[config.mk]
export PLATFORM = sky130hd
export DESIGN_NAME = base64url_stream_encoder
export DESIGN_NICKNAME = d
export VERILOG_FILES = /design/src/b64u_pkg.sv /design/src/b64u_front.sv /design/src/b64u_queue.sv /design/src/b64u_back.sv /design/src/base64url_stream_encoder.sv
export SDC_FILE = /design/constraint.sdc
export NUM_CORES = 1
export LEC_CHECK = 0
export ABC_AREA = 1
export BUFFER_PORTS_ARGS = -buffer_cell sky130_fd_sc_hd__buf_4
export CORE_MARGIN = 4
export CORE_UTILIZATION = 61
export CTS_CLUSTER_SIZE = 30
export DETAILED_ROUTE_END_ITERATION = 10
export HOLD_SLACK_MARGIN = 0.03
export PLACE_DENSITY = 0.79
export SYNTH_ARGS = -nofsm -noshare
export SYNTH_HDL_FRONTEND = slang
export SYNTH_HIERARCHICAL = 1
export SYNTH_SLANG_ARGS = --single-unit
[constraint.sdc]
create_clock -name i_clk -period 3.7 [get_ports i_clk]
set_input_delay 0.555 -clock i_clk [delete_from_list [all_inputs] [get_ports i_clk]]
set_output_delay 0.555 -clock i_clk [all_outputs]
set_load 0.005 [all_outputs]
[src/b64u_pkg.sv]
`default_nettype none

package b64u_pkg;

    localparam int unsigned ByteW  = 8;
    localparam int unsigned GroupW = 3 * ByteW;
    localparam int unsigned HeldW  = 2 * ByteW;
    localparam int unsigned SixW   = 6;
    localparam int unsigned CharW  = 7;

    localparam logic [CharW-1:0] PadChar = 7'h23;

    typedef enum logic [1:0] {
        PAD_NONE = 2'd0,
        PAD_ONE  = 2'd1,
        PAD_TWO  = 2'd2
    } t_pad;

    typedef struct packed {
        logic [GroupW-1:0] bits;
        t_pad              pad;
        logic              fin;
    } t_group;

    // url-safe alphabet lookup
    function automatic logic [CharW-1:0] enc_six(input logic [SixW-1:0] v);
        logic [CharW-1:0] r;
        logic [CharW-1:0] w;
        w = {1'b0, v};
        if (v < 6'd26) begin
            r = 7'h41 + w;
        end else if (v < 6'd52) begin
            r = 7'h61 + (w - 7'd26);
        end else if (v < 6'd62) begin
            r = 7'h30 + (w - 7'd52);
        end else if (v == 6'd62) begin
            r = 7'h2d;
        end else begin
            r = 7'h5f;
        end
        return r;
    endfunction

endpackage

`default_nettype wire

[src/b64u_front.sv]
`default_nettype none

module b64u_front (
    input  wire logic                             i_clk,
    input  wire logic                             i_rst_n,
    input  wire logic                             i_accept,
    input  wire logic [b64u_pkg::ByteW-1:0]       i_data_byte,
    input  wire logic                             i_final_byte,
    output logic                                  o_q_push,
    output b64u_pkg::t_group                      o_q_data
);

    logic [b64u_pkg::HeldW-1:0] r_held;
    logic [b64u_pkg::HeldW-1:0] n_held;
    logic [1:0]                 r_count;
    logic [1:0]                 n_count;

    always_comb begin
        n_held        = r_held;
        n_count       = r_count;
        o_q_push      = 1'b0;
        o_q_data.bits = {r_held, i_data_byte};
        o_q_data.pad  = b64u_pkg::PAD_NONE;
        o_q_data.fin  = i_final_byte;
        if (i_accept) begin
            if (r_count == 2'd2) begin
                o_q_push = 1'b1;
                n_count  = 2'd0;
                n_held   = '0;
            end else if (i_final_byte) begin
                o_q_push = 1'b1;
                n_count  = 2'd0;
                n_held   = '0;
                if (r_count == 2'd1) begin
                    o_q_data.bits = {r_held[15:8], i_data_byte, 8'h00};
                    o_q_data.pad  = b64u_pkg::PAD_ONE;
                end else begin
                    o_q_data.bits = {i_data_byte, 16'h0000};
                    o_q_data.pad  = b64u_pkg::PAD_TWO;
                end
            end else if (r_count == 2'd1) begin
                n_held  = {r_held[15:8], i_data_byte};
                n_count = 2'd2;
            end else begin
                n_held  = {i_data_byte, 8'h00};
                n_count = 2'd1;
            end
        end
    end

    always_ff @(posedge i_clk) begin
        if (!i_rst_n) begin
            r_held  <= '0;
            r_count <= 2'd0;
        end else begin
            r_held  <= n_held;
            r_count <= n_count;
        end
    end

endmodule

`default_nettype wire

[src/b64u_queue.sv]
`default_nettype none

module b64u_queue (
    input  wire logic             i_clk,
    input  wire logic             i_rst_n,
    input  wire logic             i_push,
    input  wire b64u_pkg::t_group i_data,
    input  wire logic             i_pop,
    output logic                  o_full,
    output logic                  o_empty,
    output b64u_pkg::t_group      o_head
);

    b64u_pkg::t_group r_mem [2];
    logic             r_wp;
    logic             r_rp;
    logic [1:0]       r_cnt;
    logic [1:0]       n_cnt;

    assign o_full  = (r_cnt == 2'd2);
    assign o_empty = (r_cnt == 2'd0);
    assign o_head  = r_mem[r_rp];

    always_comb begin
        n_cnt = r_cnt;
        if (i_push && !i_pop) begin
            n_cnt = r_cnt + 2'd1;
        end else if (!i_push && i_pop) begin
            n_cnt = r_cnt - 2'd1;
        end
    end

    always_ff @(posedge i_clk) begin
        if (i_push) begin
            r_mem[r_wp] <= i_data;
        end
    end

    always_ff @(posedge i_clk) begin
        if (!i_rst_n) begin
            r_wp  <= 1'b0;
            r_rp  <= 1'b0;
            r_cnt <= 2'd0;
        end else begin
            r_cnt <= n_cnt;
            if (i_push) begin
                r_wp <= ~r_wp;
            end
            if (i_pop) begin
                r_rp <= ~r_rp;
            end
        end
    end

endmodule

`default_nettype wire

[src/b64u_back.sv]
`default_nettype none

module b64u_back (
    input  wire logic                             i_clk,
    input  wire logic                             i_rst_n,
    input  wire b64u_pkg::t_group                 i_q_head,
    input  wire logic                             i_q_empty,
    output logic                                  o_q_pop,
    input  wire logic                             i_pop,
    output logic                                  o_empty,
    output logic [b64u_pkg::CharW-1:0]            o_out_char,
    output logic                                  o_last_char
);

    logic [1:0]                 r_idx;
    logic                       r_valid;
    logic [b64u_pkg::CharW-1:0] r_char;
    logic                       r_last;
    logic                       w_adv;
    logic                       w_load;
    logic [b64u_pkg::SixW-1:0]  w_six;
    logic                       w_is_pad;
    logic [b64u_pkg::CharW-1:0] w_char;

    assign w_adv   = !r_valid || i_pop;
    assign w_load  = w_adv && !i_q_empty;
    assign o_q_pop = w_load && (r_idx == 2'd3);

    always_comb begin
        case (r_idx)
            2'd0:    w_six = i_q_head.bits[23:18];
            2'd1:    w_six = i_q_head.bits[17:12];
            2'd2:    w_six = i_q_head.bits[11:6];
            default: w_six = i_q_head.bits[5:0];
        endcase
        w_is_pad = ((i_q_head.pad == b64u_pkg::PAD_TWO) && r_idx[1])
                || ((i_q_head.pad == b64u_pkg::PAD_ONE) && (r_idx == 2'd3));
        w_char   = w_is_pad ? b64u_pkg::PadChar : b64u_pkg::enc_six(w_six);
    end

    always_ff @(posedge i_clk) begin
        if (w_load) begin
            r_char <= w_char;
            r_last <= i_q_head.fin && (r_idx == 2'd3);
        end
    end

    always_ff @(posedge i_clk) begin
        if (!i_rst_n) begin
            r_idx   <= 2'd0;
            r_valid <= 1'b0;
        end else begin
            if (w_adv) begin
                r_valid <= !i_q_empty;
            end
            if (w_load) begin
                r_idx <= r_idx + 2'd1;
            end
        end
    end

    assign o_empty     = !r_valid;
    assign o_out_char  = r_char;
    assign o_last_char = r_last;

endmodule

`default_nettype wire

[src/base64url_stream_encoder.sv]
// Streaming base64url encoder. Bytes go in one word per cycle through push/full
// while full is low; every three bytes, or a byte marked final, close a group
// that becomes four characters of A-Z a-z 0-9 - _, with '#' standing in for the
// one or two characters past the end of a short final group. Characters come out
// one word per cycle through empty/pop while pop is high and empty is low, and
// last_char marks the fourth character of the group closed by a final byte. The
// character unit produces one character per cycle unless pop or an empty queue
// holds it, so sustained input is three bytes per four characters out; a
// two-entry group queue lets input run ahead by up to two groups. A closing byte
// writes its group into the queue; the first character is registered from there.
`default_nettype none

module base64url_stream_encoder (
    input  wire logic                             i_clk,
    input  wire logic                             i_rst_n,
    input  wire logic                             push,
    output logic                                  full,
    input  wire logic [b64u_pkg::ByteW-1:0]       i_data_byte,
    input  wire logic                             i_final_byte,
    output logic                                  empty,
    input  wire logic                             pop,
    output logic [b64u_pkg::CharW-1:0]            o_out_char,
    output logic                                  o_last_char
);

    logic             w_accept;
    logic             w_q_push;
    logic             w_q_pop;
    logic             w_q_full;
    logic             w_q_empty;
    b64u_pkg::t_group w_q_in;
    b64u_pkg::t_group w_q_head;

    assign full     = w_q_full;
    assign w_accept = push && !w_q_full;

    b64u_front u_front (
        .i_clk        (i_clk),
        .i_rst_n      (i_rst_n),
        .i_accept     (w_accept),
        .i_data_byte  (i_data_byte),
        .i_final_byte (i_final_byte),
        .o_q_push     (w_q_push),
        .o_q_data     (w_q_in)
    );

    b64u_queue u_queue (
        .i_clk   (i_clk),
        .i_rst_n (i_rst_n),
        .i_push  (w_q_push),
        .i_data  (w_q_in),
        .i_pop   (w_q_pop),
        .o_full  (w_q_full),
        .o_empty (w_q_empty),
        .o_head  (w_q_head)
    );

    b64u_back u_back (
        .i_clk       (i_clk),
        .i_rst_n     (i_rst_n),
        .i_q_head    (w_q_head),
        .i_q_empty   (w_q_empty),
        .o_q_pop     (w_q_pop),
        .i_pop       (pop),
        .o_empty     (empty),
        .o_out_char  (o_out_char),
        .o_last_char (o_last_char)
    );

    a_no_push_full: assert property (@(posedge i_clk) disable iff (!i_rst_n)
        w_q_push |-> !w_q_full)
        else $error("group written into full queue");

    a_no_pop_empty: assert property (@(posedge i_clk) disable iff (!i_rst_n)
        w_q_pop |-> !w_q_empty)
        else $error("group retired from empty queue");

    a_out_stable: assert property (@(posedge i_clk) disable iff (!i_rst_n)
        (!empty && !pop) |=> (!empty && $stable(o_out_char) && $stable(o_last_char)))
        else $error("waiting word changed");

endmodule

`default_nettype wire

; ---- Yosys cells after proc, flatten, opt, wreduce, memory -nomap -nowiden
; Memory sizes are Yosys's and may differ from the RTL's. A register that Yosys moved wholly into a read port is not among the register bits.
; Cells that the tools add are included.
[classes]
mux = 24
eq_ne = 10
bitwise_logic = 2
n_lt_le_gt_ge = 3
n_addsub = 8
n_reduce_logical = 19
[ops]
columns = cell, n
row1 = $mux W26, 4
row2 = $mux W16, 3
row3 = $mux W7, 4
row4 = $pmux W6 S3, 1
row5 = $lt A6 B6 Y1 const B, 2
row6 = $eq A2 B2 Y1 const B, 5
row7 = $mux W2, 5
row8 = $logic_and A1 B1 Y1, 8
row9 = $add A6 B7 Y7 const A, 1
row10 = $add A7 B6 Y7 const A, 1
row11 = $add A7 B7 Y7 const A, 1
row12 = $mux W1, 7
row13 = $sub A6 B5 Y7 const B, 1
row14 = $sub A6 B6 Y7 const B, 1
row15 = $eq A2 B1 Y1 const B, 3
row16 = $eq A6 B6 Y1 const B, 1
row17 = $lt A6 B5 Y1 const B, 1
row18 = $logic_not A1 Y1, 5
row19 = $add A2 B1 Y2 const B, 2
row20 = $logic_not A2 Y1, 2
row21 = $ne A3 B2 Y1 const B, 1
row22 = $logic_or A1 B1 Y1, 2
row23 = $not A1 Y1, 2
row24 = $reduce_and A2 Y1, 1
row25 = other kinds (2), 2
[totals]
inputBits = 13
ram_bits = 54
reg_bits = 33
out_inout_bits = 10
word_cells = 77
mem_count = 1
[memory_table]
columns = name, depth, word_bits, read_ports, rd_ports_with_merged_regs, write_ports, line
row1 = u_queue.r_mem, 2, 27, 1, 1, 1, b64u_queue.sv:14  ; b64u_pkg::t_group r_mem [2];

; ---- Longest topological paths before layout
; Gate-level depths: netlist (run 1).
[logic_depth]
ltp_word = 8
depth_mapped = 16
depth_no_buf = 15

; ---- Modules after synthesis
; Netlist (run 1), hierarchy kept.
[by_module_without_submodules]
columns = module, cells_each, area_each_um2, instances, seq_area_each_um2
row1 = b64u_queue, 119, 2279.7, 1, 1721.7
row2 = b64u_back, 161, 1148.6, 1, 300.3
row3 = b64u_front, 178, 1028.5, 1, 360.3
row4 = base64url_stream_encoder, 2, 10.0, 1, 0.0

; ---- Worst setup path after synthesis (run 1)
; OpenSTA, ideal clock, no wires.
[synth_path]
kind = in2reg
from = in push
to = mem u_queue/r_mem[0][0] (netlist name) (enable)
setup_time_ns = 0.411
required_ns = 3.289
arrival_time_ns = 2.301
setup_slack_ns = 0.988
n_path_buf = 0
stages = 6
path_cell_list = inv_1 nor2_2 inv_1 nor2_1 inv_1 nor2_1
[synth_via]
elab_chain_cells = 4
[synth_lines]
columns = item, line
row1 = from (decl), base64url_stream_encoder.sv:16  ; input wire logic push,
row2 = $logic_and A1 B1 Y1, base64url_stream_encoder.sv:35  ; assign w_accept = push && !w_q_full;
row3 = via w_accept, base64url_stream_encoder.sv:26  ; logic w_accept;
row4 = $mux W1, b64u_front.sv:25  ; if (i_accept) begin
row5 = via w_q_push, base64url_stream_encoder.sv:27  ; logic w_q_push;
row6 = $mux W1, b64u_queue.sv:34  ; if (i_push) begin
row7 = $mux W1 (implied by the code), b64u_queue.sv:35  ; r_mem[r_wp] <= i_data;
row8 = to (decl), b64u_queue.sv:14
; The timed path passes the listed nets, and every way through them passes these cells.

==> results.md, run 1 <==
- Final setup viols: 0
- P&R area growth vs syn: 9.524%
- Max VDD drop: 0.2673 mV
- Max-Cap Viols: 0
- Synth warnings: 6
- Final Util: 0.7045
- Total area of sequential cells: 2382 sq um
- R2r setup slk: 0.99 ns
- Finished Layout Cells: 591
- H-tree depth: 3
- Multi-input gate area: 1787 sq um
- Worst skew pair latency: 0.35 ns
- Clock buffer count from CTS: 9
- Area of the die: 8755 sq um
- Vias in the first global route: 3,006
- Largest net degree at the start of global routing: 28
- WP data required: 3.80 ns
- Top cell by count, worst path: nand2_1
- Syn_area_per_cell: 9.710 sq um
- Initial core utilization: 0.6432
- Outcome: finished clean
- Synth Instances: 460
- CP Class: reg -> reg
- Synth Net Count: 481
- CTS Hold Buffers Added: 0
- Setup crit end kind: flip-flop
- Syn Std Cell Area: 4467 sq um
- Period utilization: 0.7334
- Maximum clock insertion buffer count: 2
- Worst hold stages: 1
- CTS root buffer: clkbuf_8
- Fin. max-slew vios: 0
- Top_reg_cell synth: edfxtp_1
- Detailed-route wire length: 8.708 mm
- Seq pwr share: 0.480
- Number of fill cells: 510
- EDFF count, synth: 62
- Switch Pwr: 0.0007839 W
- Antenna violations before repair: 0
- # placed instances: 575
- Post-synthesis sequential area ratio: 0.5333
- Final nets: 511
- PwrDens: 503.2 nW/um^2
- Fraction of layout cells with a size suffix above 1: 0.2202
- Fin Setup TNS: 0 ns
- Gpl congestion: 0.9771
- Synth async-reset ratio: 0
- Reg2Reg Depth: 13
- Die H: 93.57 um
- Slew @ Worst Pin: 0.5642 ns
- Worst hold path startpoint: i_final_byte
- Crit Path Max Fanout: 12
- Port bufs: 22
- CP startpoint kind: flip-flop
- Count of cell types in the netlist: 36
- Drt first-iter violations: 203
- Grt ovf: 0
- Area after DPL: 4702 sq um
- Slowest stage delay, CP: 0.68 ns
- Worst Skew: 0.01127 ns
- Gate power share: 0.265
- RSZ-0062 raised after global routing: false
- Sw frac: 0.3185
- GRT Total Usage: 0.2119
- Ports: 23
- Commonest cells in the netlist: nand2_1 (153), edfxtp_1 (62), inv_1 (47), nand3_1 (36), nor2_1 (32)
- Post-CTS setup buffers: 0
- Clock share of power: 0.255
- Post-DRT Antenna Nets: 0
- Wirelength per Cell: 14.73 um
- Minimum clock period: 2.713 ns
- Fmax: 368.5 MHz
- Final worst setup slack: 0.9866 ns
- Post-synth top area cell: edfxtp_1
- # diodes: 0
- Clk slew on worst S/H paths: 0.09 ns
- Seq cells post-synth: 88
- FF-to-FF End: u_back/o_out_char[5]$_SDFFCE_PP1P_
- Hold crit path type: in -> reg
- FP Rows: 30
- Placement Setup Slack: 1.003 ns
- Crit-path slowest cell: dfxtp_1
- Fin area: 4892 sq um
- Routed vias/inst: 5.357
- Total number of vias: 3,166
- Sinks on Clock Net: 88
- CTS tree: done
- Final hold violations: 0
- Leading cell type by number of instances after synthesis: nand2_1
- Arrival time worst endpoint: 2.81 ns
- Drt drc: 0
- Core area: 6944 sq um
- Post-DP HPWL: 6.318 mm
- P_int: 0.001678 W
- Leakage: 2.223 nW
- Synth top area share: 0.4168
- Die width: 93.57 um
- Slew margin rel.: 0.6233
- First-pass GRT wire length: 14.40 mm
- Hold EP: u_queue/r_mem[1][0]$_DFFE_PP_
- Post-cts resize count: 0
- Worst path cell trace: buf_4 -> buf_4 -> mux2_2 -> nand2_1 -> nand2_1 -> o21bai_4 -> nor2_4 -> nand2_4 -> inv_2 -> nand2_2 -> nand2_1 -> nand2_1 -> nand2_1
- Dominant cells by area after synthesis: edfxtp_1 (42%), nand2_1 (13%), dfxtp_1 (12%)
- Drt first pass iters: 5
## final cells by class
type | instances | share of cell area
Clock inverter | 5 | 0.007673
Inverter | 54 | 0.04297
Sequential cell | 88 | 0.4870
Timing Repair Buffer | 27 | 0.04143
Multi-Input combinational cell | 310 | 0.3652
Tap cell | 96 | 0.02455
Clock buffer | 11 | 0.03120
## worst max-delay path by stage
stage,startpoint,end,slack (ns),cells after the start
after floorplan,push,u_queue/r_mem[0][0]$_DFFE_PP_,0.99,6
after global placement,flip-flop,u_back/o_out_char[5]$_SDFFCE_PP1P_,1.12,13
after detailed placement,flip-flop,u_back/o_out_char[4]$_SDFFCE_PP0P_,1.00,15
after CTS,flip-flop,u_back/o_out_char[5]$_SDFFCE_PP1P_,1.00,13
after global routing,flip-flop,u_back/o_out_char[0]$_SDFFCE_PP1P_,0.80,9
final,flip-flop,u_back/o_out_char[5]$_SDFFCE_PP1P_,0.99,13
## cells by family after synthesis
group,share of synthesized area
xor gates and xnor gates,0.003922
buffers and inverters,0.06723
and+or+nand+nor,0.2532
adders and majority gates,0.02241
muxes,0.08488
DFF,0.5333
AOI/OAI and AO/OA,0.03502
## critical path, delay by kind of cell (launching register included)
kind | cells | cell delay [ns]
compound gates | 1 | 0.24
buf+inv | 3 | 0.60
simple gates | 8 | 0.59
flops | 1 | 0.68
mux | 1 | 0.35
## cell usage in the layout, fill, tap and decap left out
cell type / count
nand2_1: 153
edfxtp_1: 62
inv_1: 47
nand3_1: 36
nor2_1: 31
buf_4: 27
dfxtp_1: 26
mux2_4: 20
nor2_2: 11
clkbuf_8: 9
ha_1: 8
nand2_2: 7
mux2_2: 7
a21oi_1: 6
inv_2: 5
o21ai_0: 5
nor2_4: 4
nand2_4: 4
nand4_1: 3
clkinvlp_4: 2
inv_6: 2
o21bai_4: 2
xnor2_1: 2
a21oi_2: 2
clkinv_2: 1
clkbuf_16: 1
clkinv_4: 1
clkbuf_1: 1
a21boi_0: 1
inv_4: 1
nor2_8: 1
or2_1: 1
o21ai_4: 1
nor3_1: 1
a31oi_1: 1
nand3_2: 1
o211ai_1: 1
o221ai_1: 1
## metrics by stage
step | total power, W | hold slack [ns]
after floorplan | 0.001684 | 0.4262
after global placement | 0.001825 | 0.4390
after detailed placement | 0.001850 | 0.4486
after CTS | 0.002471 | 0.4253
after global routing | 0.002598 | 0.4281
final | 0.002462 | 0.4390
## layer usage
| metal | part of all wire | up-vias | GRT usage | wire, um |
|---|---|---|---|---|
| met3 | 0.041 | 18 | 0.02735 | 353 |
| met1 | 0.44 | 1490 | 0.2737 | 3809 |
| met4 | 0.022 | 0 | 0.08905 | 195 |
| met2 | 0.50 | 107 | 0.3591 | 4349 |
| li1 | - | 1551 | - | - |
| met5 | 0 | - | 0 | 0 |
## registers in the layout, indices dropped and copies added, names as in the netlist, named ones only
signal,cells
u_queue/r_cnt,2
u_back/r_valid,1
u_queue/r_mem,54
u_back/r_idx,2
u_front/r_count,2
u_queue/r_rp,1
u_queue/r_wp,1
u_back/o_out_char,7
u_front/r_held,16
u_back/o_last_char,1
## power by group through the flow
| stage | Clock (W) | Combinational [W] | Sequential (W) |
|---|---|---|---|
| finish | 0.000627 | 0.000653 | 0.00118 |
| global placement | 0 | 0.000624 | 0.00120 |
| floorplan | 0 | 0.000485 | 0.00120 |
| global route | 0.000684 | 0.000724 | 0.00119 |
| CTS | 0.000639 | 0.000649 | 0.00118 |
| detailed placement | 0 | 0.000646 | 0.00120 |
Power figures use the tool's default switching activity.
==> inputs of run 2 (changes only) <==
--- a/config.mk
+++ b/config.mk
@@ -8,11 +8,11 @@
 export ABC_AREA = 1
 export BUFFER_PORTS_ARGS = -buffer_cell sky130_fd_sc_hd__buf_4
 export CORE_MARGIN = 4
-export CORE_UTILIZATION = 61
+export CORE_UTILIZATION = 55
 export CTS_CLUSTER_SIZE = 30
 export DETAILED_ROUTE_END_ITERATION = 10
 export HOLD_SLACK_MARGIN = 0.03
-export PLACE_DENSITY = 0.79
+export PLACE_DENSITY = 0.76
 export SYNTH_ARGS = -nofsm -noshare
 export SYNTH_HDL_FRONTEND = slang
 export SYNTH_HIERARCHICAL = 1
==> constraint.sdc (replaced) <==
create_clock -name i_clk -period 2.3 [get_ports i_clk]
set_input_delay 0.345 -clock i_clk [delete_from_list [all_inputs] [get_ports i_clk]]
set_output_delay 0.345 -clock i_clk [all_outputs]
set_load 0.005 [all_outputs]
==> run 2 against run 1 <==
Count of clock-buffer cells in the layout rose by 1. Non-clock buffer count rose by 6. Routed wire length fell by 5.0%. Worst hold slack got worse by 0.20 ns. Largest cell class unchanged. Highest routed layer unchanged.
==> results.md, run 2 (synthesis results as in run 1) <==
- CP Class: reg -> reg
- Largest reg by FF count: u_queue/r_mem
- Maximum clock insertion buffer count: 2
- Met3 Usage GRT: 0.02714
- CP startpoint kind: flip-flop
- Final nets: 517
- CTS tree: done
- Finished Layout Cells: 603
- CTS Hold Buffers Added: 0
- Grt ovf: 0
- Gpl congestion: 0.8491
- Worst skew pair latency: 0.34 ns
- Antenna violations before repair: 0
- PwrDens: 817.4 nW/um^2
- Area of the die: 9628 sq um
- Area after DPL: 4770 sq um
- # placed instances: 584
- Final Util: 0.6481
- Drt first-iter violations: 123
- Final setup viols: 0
- Die width: 98.12 um
- Routed vias/inst: 5.095
- Setup crit end: u_back/o_out_char[4]$_SDFFCE_PP0P_
- Drt first pass iters: 4
- Most frequent cells in the layout: nand2_1 (153), edfxtp_1 (62), inv_1 (47)
- FF-to-FF End: u_back/o_out_char[4]$_SDFFCE_PP0P_
- R2r setup slk: 0.18 ns
- Arrival time worst endpoint: 2.23 ns
- Core area: 7807 sq um
- H-tree depth: 3
- Top cell by count, worst path: nand2_1
- Leakage: 2.290 nW
- Die H: 98.12 um
- GRT Total Usage: 0.1744
- Reg2Reg Depth: 15
- CTS root buffer: clkbuf_8
- Slew margin rel.: 0.6863
- Initial core utilization: 0.5721
- # diodes: 0
- WP data required: 2.41 ns
- Slew @ Worst Pin: 0.4688 ns
- Post-DP HPWL: 5.806 mm
- Crit-path slowest cell: dfxtp_4
- Post-DRT Antenna Nets: 0
- Slowest stage delay, CP: 0.41 ns
- Grt met2 use: 0.2948
- Outcome: finished clean
- Sinks on Clock Net: 88
- Fmax: 471.4 MHz
- RSZ-0062 raised after global routing: false
- Max VDD drop: 0.3729 mV
- Ports: 23
- Setup crit end kind: flip-flop
- Clk slew on worst S/H paths: 0.08 ns
- Detailed-route wire length: 8.273 mm
- Worst Skew: 0.008012 ns
- P&R area growth vs syn: 13.28%
- Final hold violations: 0
- Crit Path Max Fanout: 7
- FP Rows: 32
- Final hold slack: 0.2392 ns
- Port bufs: 22
- Max FFs per register: 54
- Minimum clock period: 2.121 ns
- Fin. max-slew vios: 0
- Clock buffer count from CTS: 9
- Hold crit path type: in -> reg
- Worst path cell trace: buf_12 -> mux2_2 -> nand2_1 -> nand2_1 -> nor2_1 -> nor2_2 -> inv_2 -> ha_1 -> nand2_1 -> nand2_1 -> nand2_1 -> nand3_1 -> nand3_1 -> nand2_1 -> inv_1
- Most Crowded Layer GR: met2
- Vias in the first global route: 2,893
- First-pass GRT wire length: 13.43 mm
- Largest net degree at the start of global routing: 28
- Commonest non-fill, non-tap cell in the layout: nand2_1
- Period utilization: 0.9224
- Max-Cap Viols: 0
- Number of fill cells: 610
- Met1 GRT Util: 0.2236
- Fin area: 5060 sq um
- Fraction of layout cells with a size suffix above 1: 0.2355
- Wirelength per Cell: 13.72 um
- Fin Setup TNS: 0 ns
- Drt drc: 0
- Total number of vias: 3,072
-- run 2: routing by layer --
layer / share of wire / vias to the layer above
met5: 0 / -
li1: - / 1575
met3: 0.032 / 14
met2: 0.50 / 69
met4: 0.017 / 0
met1: 0.45 / 1414
-- run 2: how the worst min path moves through the flow --
stage / start / endpoint / slack, ns / cells after the start
after floorplan: u_front/r_held[0]$_SDFFE_PN0P_ / u_front/r_held[0]$_SDFFE_PN0P_ / 0.43 / 2
after detailed placement: u_front/r_held[0]$_SDFFE_PN0P_ / u_front/r_held[0]$_SDFFE_PN0P_ / 0.44 / 2
final: i_final_byte / u_queue/r_mem[1][0]$_DFFE_PP_ / 0.24 / 1
after global routing: i_final_byte / u_queue/r_mem[1][0]$_DFFE_PP_ / 0.22 / 1
after global placement: u_front/r_held[3]$_SDFFE_PN0P_ / u_front/r_held[3]$_SDFFE_PN0P_ / 0.44 / 2
after CTS: i_final_byte / u_queue/r_mem[1][0]$_DFFE_PP_ / 0.22 / 1
-- run 2: repair_timing --
item | in CTS | in global routing
setup buffers | 0 | 1
gates resized for setup | 0 | 5
endpoints found under the setup margin | 0 | 5
-- run 2: area by class of cell --
| cell class | instances | area (sq um) | share of cell area |
|---|---|---|---|
| clock inverter | 4 | 77.57 | 0.01533 |
| clock buffer | 12 | 145.1 | 0.02868 |
| inverter | 54 | 210.2 | 0.04154 |
| tap | 102 | 127.6 | 0.02522 |
| multi-input combinational | 310 | 1792 | 0.3541 |
| sequential | 88 | 2387 | 0.4718 |
| timing repair buffer | 33 | 320.3 | 0.06330 |
-- run 2: metrics by stage --
stage                     setup WS [ns]  total power (W)
after floorplan                  0.1523         0.002709
after global placement           0.1524         0.002962
after detailed placement        0.09491         0.002988
after CTS                       0.08203         0.004152
after global routing            0.01214         0.004380
final                            0.1786         0.004136
-- run 2: critical path: cells and delay by family (launching register included) --
family | cells | cell delay [ns]
adders and majority gates | 1 | 0.18
buffers and inverters | 3 | 0.24
DFF | 1 | 0.41
muxes | 1 | 0.33
and+or+nand+nor | 10 | 0.73
-- run 2: where the power goes --
| group | leakage (nW) | internal, W | switching, W |
|---|---|---|---|
| sequential | 0.786 | 0.00185 | 0.0000497 |
| clock | 0.111 | 0.000649 | 0.000516 |
| combinational | 1.39 | 0.000424 | 0.000649 |
